`src/rtl/uidal_pkg.sv`:
```
// ----------------------------------------------------------------------------
// uidal_pkg
// Shared types and codes for the UID allow-list table: operation and status
// codes, sequencer states, and the control groups passed along the cell row.
// ----------------------------------------------------------------------------
package uidal_pkg;

  // Fixed field widths of the stream payloads
  localparam int OP_W     = 2;
  localparam int UID_W    = 32;
  localparam int STATUS_W = 2;
  localparam int POS_W    = 5;
  localparam int COUNT_W  = 6;

  // Operation codes carried in the request
  typedef enum logic [OP_W-1:0] {
    OP_ADD    = 2'd0,
    OP_DEL    = 2'd1,
    OP_LOOKUP = 2'd2
  } op_e;

  // Result status codes
  typedef enum logic [STATUS_W-1:0] {
    STATUS_OK   = 2'd0,
    STATUS_FULL = 2'd1,
    STATUS_DUP  = 2'd2,
    STATUS_MISS = 2'd3
  } status_e;

  // Sequencer states
  typedef enum logic [1:0] {
    S_IDLE,
    S_WALK,
    S_DONE
  } state_e;

  // Search probe that travels down the row, one cell per cycle
  typedef struct packed {
    logic vld;
    logic hit;
  } probe_t;

  // Broadcast update commands for the cells
  typedef struct packed {
    logic load;   // append the key at slot == count
    logic shift;  // close the gap left by a delete
  } cell_ctrl_t;

endpackage

```
`src/rtl/uidal_cell.sv`:
```
// ----------------------------------------------------------------------------
// uidal_cell
// One table slot: holds a UID, compares it with the passing probe and hands
// the probe on to the next cell. Takes its neighbour's UID on a delete shift.
// ----------------------------------------------------------------------------
module uidal_cell
  import uidal_pkg::*;
#(
  parameter int IDX   = 0,
  parameter int IDX_W = 5,
  parameter int CNT_W = 6
) (
  input  logic             clk_i,
  input  logic             rst_ni,
  input  logic [CNT_W-1:0] count_i,
  input  logic [UID_W-1:0] key_i,
  input  cell_ctrl_t       ctrl_i,
  input  logic [IDX_W-1:0] del_pos_i,
  input  logic [UID_W-1:0] next_uid_i,
  output logic [UID_W-1:0] uid_o,
  input  probe_t           probe_i,
  input  logic [IDX_W-1:0] probe_pos_i,
  output probe_t           probe_o,
  output logic [IDX_W-1:0] probe_pos_o
);

  localparam logic [CNT_W-1:0] IdxCnt  = CNT_W'(IDX);
  localparam logic [CNT_W-1:0] NextCnt = CNT_W'(IDX + 1);
  localparam logic [IDX_W-1:0] IdxPos  = IDX_W'(IDX);

  logic [UID_W-1:0] uid_q, uid_d;
  probe_t           probe_q, probe_d;
  logic [IDX_W-1:0] pos_q, pos_d;
  logic             match;

  // only occupied slots may match
  assign match = (count_i > IdxCnt) && (uid_q == key_i);

  // slot contents: append or pull up from the neighbour
  always_comb begin
    uid_d = uid_q;
    if (ctrl_i.load && (count_i == IdxCnt)) begin
      uid_d = key_i;
    end else if (ctrl_i.shift && (IdxPos >= del_pos_i) && (NextCnt < count_i)) begin
      uid_d = next_uid_i;
    end
  end

  // probe stage: first hit wins
  always_comb begin
    probe_d.vld = probe_i.vld;
    probe_d.hit = probe_i.hit | match;
    pos_d       = probe_i.hit ? probe_pos_i : IdxPos;
  end

  always_ff @(posedge clk_i) begin
    uid_q <= uid_d;
    pos_q <= pos_d;
  end

  always_ff @(posedge clk_i or negedge rst_ni) begin
    if (!rst_ni) begin
      probe_q <= '0;
    end else begin
      probe_q <= probe_d;
    end
  end

  assign uid_o       = uid_q;
  assign probe_o     = probe_q;
  assign probe_pos_o = pos_q;

endmodule

```
`src/rtl/uid_allow_list_table_core.sv`:
```
// ----------------------------------------------------------------------------
// uid_allow_list_table_core
// Packed allow-list of card UIDs with add, delete and lookup, built as a row
// of slot cells searched by a probe that moves one cell per cycle.
// ----------------------------------------------------------------------------
//  Channel  | Dir | Contents
//  ---------+-----+-----------------------------------------------------------
//  s_axis   | in  | tdata[1:0] op, tdata[33:2] uid, tdata[39:34] zero
//  m_axis   | out | tdata[1:0] status, tdata[6:2] position,
//           |     | tdata[12:7] user_count, tdata[15:13] zero
//
//  One request at a time; the next request is taken only after the result of
//  the last one has been registered, and the search is paced by the probe
//  walking the cell row one slot per cycle.
//  A delete closes the gap in one update, every later cell pulling up at once.
//  Reset clears the entry count; slot contents need no clearing.
//  A result held on m_axis stalls only the final update, never the walk.
// ----------------------------------------------------------------------------
module uid_allow_list_table_core
  import uidal_pkg::*;
#(
  parameter int CAPACITY = 32
) (
  input  logic        clk_i,
  input  logic        rst_ni,
  input  logic        s_axis_tvalid_i,
  output logic        s_axis_tready_o,
  input  logic [39:0] s_axis_tdata_i,   // op[1:0], uid[33:2], zero pad
  output logic        m_axis_tvalid_o,
  input  logic        m_axis_tready_i,
  output logic [15:0] m_axis_tdata_o    // status[1:0], position[6:2], user_count[12:7]
);

  localparam int IdxW = (CAPACITY > 1) ? $clog2(CAPACITY) : 1;
  localparam int CntW = $clog2(CAPACITY + 1);

  state_e           state_q, state_d;
  logic [OP_W-1:0]  op_q;
  logic [UID_W-1:0] key_q;
  logic             start_q;
  logic [CntW-1:0]  cnt_q, cnt_d;
  logic             res_hit_q;
  logic [IdxW-1:0]  res_pos_q;

  logic             in_fire, out_free, exec;
  cell_ctrl_t       ctrl;
  status_e          status_d;
  logic [IdxW-1:0]  pos_d;

  logic                 out_vld_q;
  logic [STATUS_W-1:0]  out_status_q;
  logic [POS_W-1:0]     out_pos_q;
  logic [COUNT_W-1:0]   out_cnt_q;
  logic [IdxW+POS_W-1:0]   pos_ext;
  logic [CntW+COUNT_W-1:0] cnt_ext;

  probe_t           probe_w     [CAPACITY+1];
  logic [IdxW-1:0]  probe_pos_w [CAPACITY+1];
  logic [UID_W-1:0] uid_w       [CAPACITY];

  assign in_fire  = s_axis_tvalid_i && s_axis_tready_o;
  assign out_free = !out_vld_q || m_axis_tready_i;

  // request capture
  always_ff @(posedge clk_i) begin
    if (in_fire) begin
      op_q  <= s_axis_tdata_i[OP_W-1:0];
      key_q <= s_axis_tdata_i[OP_W+UID_W-1:OP_W];
    end
  end

  // probe enters the row the cycle after the transfer
  assign probe_w[0].vld = start_q;
  assign probe_w[0].hit = 1'b0;
  assign probe_pos_w[0] = '0;

  // cell row
  for (genvar i = 0; i < CAPACITY; i++) begin : g_cell
    logic [UID_W-1:0] next_uid;
    if (i == CAPACITY - 1) begin : g_last
      assign next_uid = uid_w[i];
    end else begin : g_mid
      assign next_uid = uid_w[i+1];
    end

    uidal_cell #(
      .IDX   (i),
      .IDX_W (IdxW),
      .CNT_W (CntW)
    ) u_cell (
      .clk_i       (clk_i),
      .rst_ni      (rst_ni),
      .count_i     (cnt_q),
      .key_i       (key_q),
      .ctrl_i      (ctrl),
      .del_pos_i   (res_pos_q),
      .next_uid_i  (next_uid),
      .uid_o       (uid_w[i]),
      .probe_i     (probe_w[i]),
      .probe_pos_i (probe_pos_w[i]),
      .probe_o     (probe_w[i+1]),
      .probe_pos_o (probe_pos_w[i+1])
    );
  end

  // search result latch
  always_ff @(posedge clk_i) begin
    if (probe_w[CAPACITY].vld) begin
      res_hit_q <= probe_w[CAPACITY].hit;
      res_pos_q <= probe_pos_w[CAPACITY];
    end
  end

  // next state
  always_comb begin
    state_d = state_q;
    case (state_q)
      S_IDLE: if (in_fire) state_d = S_WALK;
      S_WALK: if (probe_w[CAPACITY].vld) state_d = S_DONE;
      S_DONE: if (out_free) state_d = S_IDLE;
      default: state_d = S_IDLE;
    endcase
  end

  // state outputs
  always_comb begin
    s_axis_tready_o = 1'b0;
    exec            = 1'b0;
    case (state_q)
      S_IDLE:  s_axis_tready_o = 1'b1;
      S_WALK:  exec = 1'b0;
      S_DONE:  exec = out_free;
      default: s_axis_tready_o = 1'b0;
    endcase
  end

  // operation decision and table update
  always_comb begin
    status_d   = STATUS_MISS;
    pos_d      = '0;
    cnt_d      = cnt_q;
    ctrl.load  = 1'b0;
    ctrl.shift = 1'b0;
    case (op_q)
      OP_ADD: begin
        if (cnt_q >= CntW'(CAPACITY)) begin
          status_d = STATUS_FULL;
        end else if (res_hit_q) begin
          status_d = STATUS_DUP;
          pos_d    = res_pos_q;
        end else begin
          status_d  = STATUS_OK;
          pos_d     = IdxW'(cnt_q);
          ctrl.load = exec;
          cnt_d     = CntW'(cnt_q + 1'b1);
        end
      end
      OP_DEL: begin
        if (res_hit_q) begin
          status_d   = STATUS_OK;
          pos_d      = res_pos_q;
          ctrl.shift = exec;
          cnt_d      = CntW'(cnt_q - 1'b1);
        end
      end
      OP_LOOKUP: begin
        if (res_hit_q) begin
          status_d = STATUS_OK;
          pos_d    = res_pos_q;
        end
      end
      default: status_d = STATUS_MISS;
    endcase
  end

  // widen or trim to the result field widths
  assign pos_ext = {{POS_W{1'b0}}, pos_d};
  assign cnt_ext = {{COUNT_W{1'b0}}, cnt_d};

  // control registers
  always_ff @(posedge clk_i or negedge rst_ni) begin
    if (!rst_ni) begin
      state_q   <= S_IDLE;
      start_q   <= 1'b0;
      cnt_q     <= '0;
      out_vld_q <= 1'b0;
    end else begin
      state_q <= state_d;
      start_q <= in_fire;
      if (exec) begin
        cnt_q <= cnt_d;
      end
      if (exec) begin
        out_vld_q <= 1'b1;
      end else if (m_axis_tready_i) begin
        out_vld_q <= 1'b0;
      end
    end
  end

  // result register
  always_ff @(posedge clk_i) begin
    if (exec) begin
      out_status_q <= status_d;
      out_pos_q    <= pos_ext[POS_W-1:0];
      out_cnt_q    <= cnt_ext[COUNT_W-1:0];
    end
  end

  assign m_axis_tvalid_o = out_vld_q;
  assign m_axis_tdata_o  = {3'b000, out_cnt_q, out_pos_q, out_status_q};

endmodule

```
`config.mk`:
```
export PLATFORM = sky130hd
export DESIGN_NAME = uid_allow_list_table_core
export DESIGN_NICKNAME = d
export VERILOG_FILES = /design/src/rtl/uidal_pkg.sv /design/src/rtl/uidal_cell.sv /design/src/rtl/uid_allow_list_table_core.sv
export SDC_FILE = /design/constraint.sdc
export NUM_CORES = 2
export LEC_CHECK = 0
export BUFFER_PORTS_ARGS = -buffer_cell sky130_fd_sc_hd__buf_2
export CELL_PAD_IN_SITES_DETAIL_PLACEMENT = 0
export CELL_PAD_IN_SITES_GLOBAL_PLACEMENT = 1
export CORE_MARGIN = 2
export CORE_UTILIZATION = 40
export DETAILED_ROUTE_END_ITERATION = 6
export GPL_TIMING_DRIVEN = 0
export PLACE_DENSITY_LB_ADDON = 0.25
export SYNTH_ARGS = -nofsm -noshare
export SYNTH_HDL_FRONTEND = slang
export SYNTH_HIERARCHICAL = 1
export SYNTH_SLANG_ARGS = --single-unit
```
`constraint.sdc`:
```
create_clock -name clk_i -period 16.75 [get_ports clk_i]
set_clock_uncertainty 0.15 [all_clocks]
set_input_delay 1.675 -clock clk_i [delete_from_list [all_inputs] [get_ports clk_i]]
set_output_delay 1.675 -clock clk_i [all_outputs]
set_load 0.02 [all_outputs]
```
==> flow_summary.json <==
{
  "status": "complete, no violations",
  "grt.met2_usage_pct": 36.10,
  "coreArea_um2": 169700,
  "path_clk_slew_ns": 0.06,
  "clk_path_buf_depth": 3,
  "ys_warn_count": 6,
  "worstMarginPinSlew_ns": 1.433,
  "arrival_ns": 4.82,
  "grt_max_degree": 60,
  "grt_use_met1_pct": 29.63,
  "r2r-start": "cnt_q[5]",
  "maxSlewViolCount": 0,
  "core.rowCount": 151,
  "relSlewSlack_pct": 4.488,
  "synth_edf_count": 1077,
  "timing.setup.tns_ns": 0,
  "ant_nets": 0,
  "cts_buffers": 147,
  "netlist_instances": 4387,
  "antenna_found_initial": 3,
  "yosysSeqAreaShare_pct": 54.59,
  "nNetsFinal": 4836,
  "fp.dieH_um": 417.8,
  "pin_count": 62,
  "grt_pass1_vias": 39320,
  "grt_pass1_wl_mm": 278.9,
  "max_freq_mhz": 219.1,
  "crit_start": "cnt_q[5]",
  "synth_area_per_cell_um2": 15.62,
  "port_buffers": 52,
  "finalSetupViolCount": 0,
  "cts_tree": "done",
  "dieArea_um2": 174600,
  "grt_setup_unrepaired": "no",
  "cts_root_buffer": "clkbuf_16",
  "min_period_ns": 4.564,
  "drt_first_iter_violations": 3037,
  "grt_overflow": 0,
  "drtPass1Iterations": 6,
  "synth_area_um2": 68500,
  "path_max_fanout": 32,
  "path_class": "register to register",
  "endpoint_kind": "register",
  "fillCellCount": 14530,
  "grt.met3_usage_pct": 3.202,
  "synth_cell_types": 98,
  "hold_viol_final": 0,
  "routed_wl_mm": 191.2,
  "hold_path_class": "register to register",
  "multi_input_area_um2": 29720,
  "post_cts_buffers": 0,
  "p_leak_nw": 28.61,
  "post_drt_wl_per_cell_um": 26.83,
  "cts.sinks": 1311,
  "seq_area_um2": 37420,
  "synth_ff_type": "edfxtp_1",
  "place_hpwl_mm": 144.8,
  "grt.busiest_layer": "met2",
  "drc": 0,
  "ctsHtreeMaxLevel": 4,
  "p_total_mw": 6.871,
  "clkLatencyLatePin_ns": 0.79,
  "drive_gt1_share_pct": 34.71,
  "via_per_inst": 5.312,
  "vdd_drop_max_mv": 0.1073,
  "async_flop_share_pct": 5.645,
  "drv_cap": 0,
  "area_growth_syn_to_layout_pct": 18.98,
  "powerDensity_nw_per_um2": 84.31,
  "fin_crit_sh_pct": 27.25,
  "ctsResizeCount": 0,
  "gp_congestion": 0.8230,
  "start_kind": "register",
  "grtUsageTotal_pct": 21.76,
  "cts_hold_buffers": 0,
  "via_count": 37860,
  "hp-start": "g_cell[18].u_cell/probe_o[1]",
  "synth_seq_cells": 1311,
  "die_x_um": 417.8,
  "crit_required_ns": 17.00,
  "start_util_pct": 40.38
}
==> worst paths after layout <==
path	endpoint	slack, ns	cells after the start
worst max-delay path	g_cell[22].u_cell/uid_o[6]	12.19	7
worst min-delay path	g_cell[19].u_cell/probe_o[1]	0.19	0
worst max register to register	g_cell[22].u_cell/uid_o[6]	12.19	7
worst min register to register	g_cell[19].u_cell/probe_o[1]	0.19	0
max in group asynchronous	cnt_q[4]	15.04	2
min in group asynchronous	g_cell[12].u_cell/probe_o[0]	0.62	1
==> through the flow <==
| step | hold slack, ns | utilization, % | instances | cell area [um^2] | worst slack, ns |
|---|---|---|---|---|---|
| 6_report | 0.1913 | 48.04 | 7128 | 81500 | 12.19 |
| 3_3_place_gp | 0.1839 | 42.20 | 6670 | 71590 | 4.800 |
| 3_5_place_dp | 0.1862 | 45.10 | 6854 | 76520 | 11.49 |
| 2_1_floorplan | 0.1812 | - | 4400 | 68550 | 9.175 |
| 5_1_grt | 0.2037 | 48.04 | 7127 | 81500 | 11.99 |
| 4_1_cts | 0.1968 | 48.01 | 7126 | 81460 | 12.14 |
==> cell usage in the layout (no fill, tap or decap), types with 75 or more instances in the layout <==
cell type     n
mux2_2      270
buf_16      154
buf_6        75
xor2_1      145
xnor2_1     877
edfxtp_1   1077
mux2_4      732
nand2b_1     84
and2_1       81
nand4_1     218
dfxtp_1     160
clkbuf_16   160
==> state kept, by name, indices dropped and copies added (netlist names) <==
register	flops
g_cell.u_cell/uid_o	1024
g_cell.u_cell/probe_pos_o	160
g_cell.u_cell/probe_o	64
key_q	32
cnt_q	6
out_cnt_q	6
out_pos_q	5
res_pos_q	5
op_q	2
out_status_q	2
state_q	2
m_axis_tvalid_o	1
res_hit_q	1
start_q	1
==> layer usage <==
metal | routed length (um) | share of wire, %
met4 | 4702 | 2.5
met2 | 92020 | 48
met3 | 8215 | 4.3
met5 | 0 | 0
met1 | 86300 | 45
==> Yosys cell counts (66+ instances only) <==
| cell type | n | area (um^2) |
|---|---|---|
| dfrtp_1 | 74 | 1852 |
| dfxtp_1 | 160 | 3203 |
| mux2_4 | 732 | 10990 |
| nor4_1 | 66 | 412.9 |
| nand2b_1 | 84 | 525.5 |
| buf_6 | 74 | 833.3 |
| xnor2_1 | 877 | 7681 |
| nand4_1 | 218 | 1364 |
| and2_1 | 82 | 513.0 |
| xor2_1 | 145 | 1270 |
| mux2_2 | 270 | 3040 |
| edfxtp_1 | 1077 | 32340 |
==> cells by family after synthesis <==
group / count (synthesis) / synth area share, %
compound gates: 179 / 1.892
xor+xnor: 1022 / 13.07
fa+ha+maj: 6 / 0.1096
buf+inv: 135 / 2.418
flops: 1311 / 54.59
mux: 1029 / 20.92
other cells: 1 / 0.005474
simple gates: 704 / 7.003
==> critical path, stage by stage (launching register included) <==
cell and delay (ns):
dfrtp_4 0.70, buf_2 0.28, or3b_4 0.42, nor2_4 0.78
buf_12 0.29, nor4b_4 0.55, buf_6 0.24, a31o_2 0.70
==> power by group <==
group | switching [mW] | internal, mW
Clock | 1.33 | 1.97
Combinational | 0.0283 | 0.0229
Sequential | 0.0170 | 3.50
==> area by class of cell <==
type | instances | share of cell area (%)
flip-flops and latches | 1311 | 45.91
multi-input cells | 2954 | 36.46
repair buffers | 237 | 6.127
clock buffers | 214 | 5.404
well taps | 2218 | 3.405
plain buffers | 118 | 1.954
clock inverters | 58 | 0.6555
inverters | 17 | 0.07829
diodes | 1 | 0.003070
Note: power is estimated with default switching activity, not from simulation.
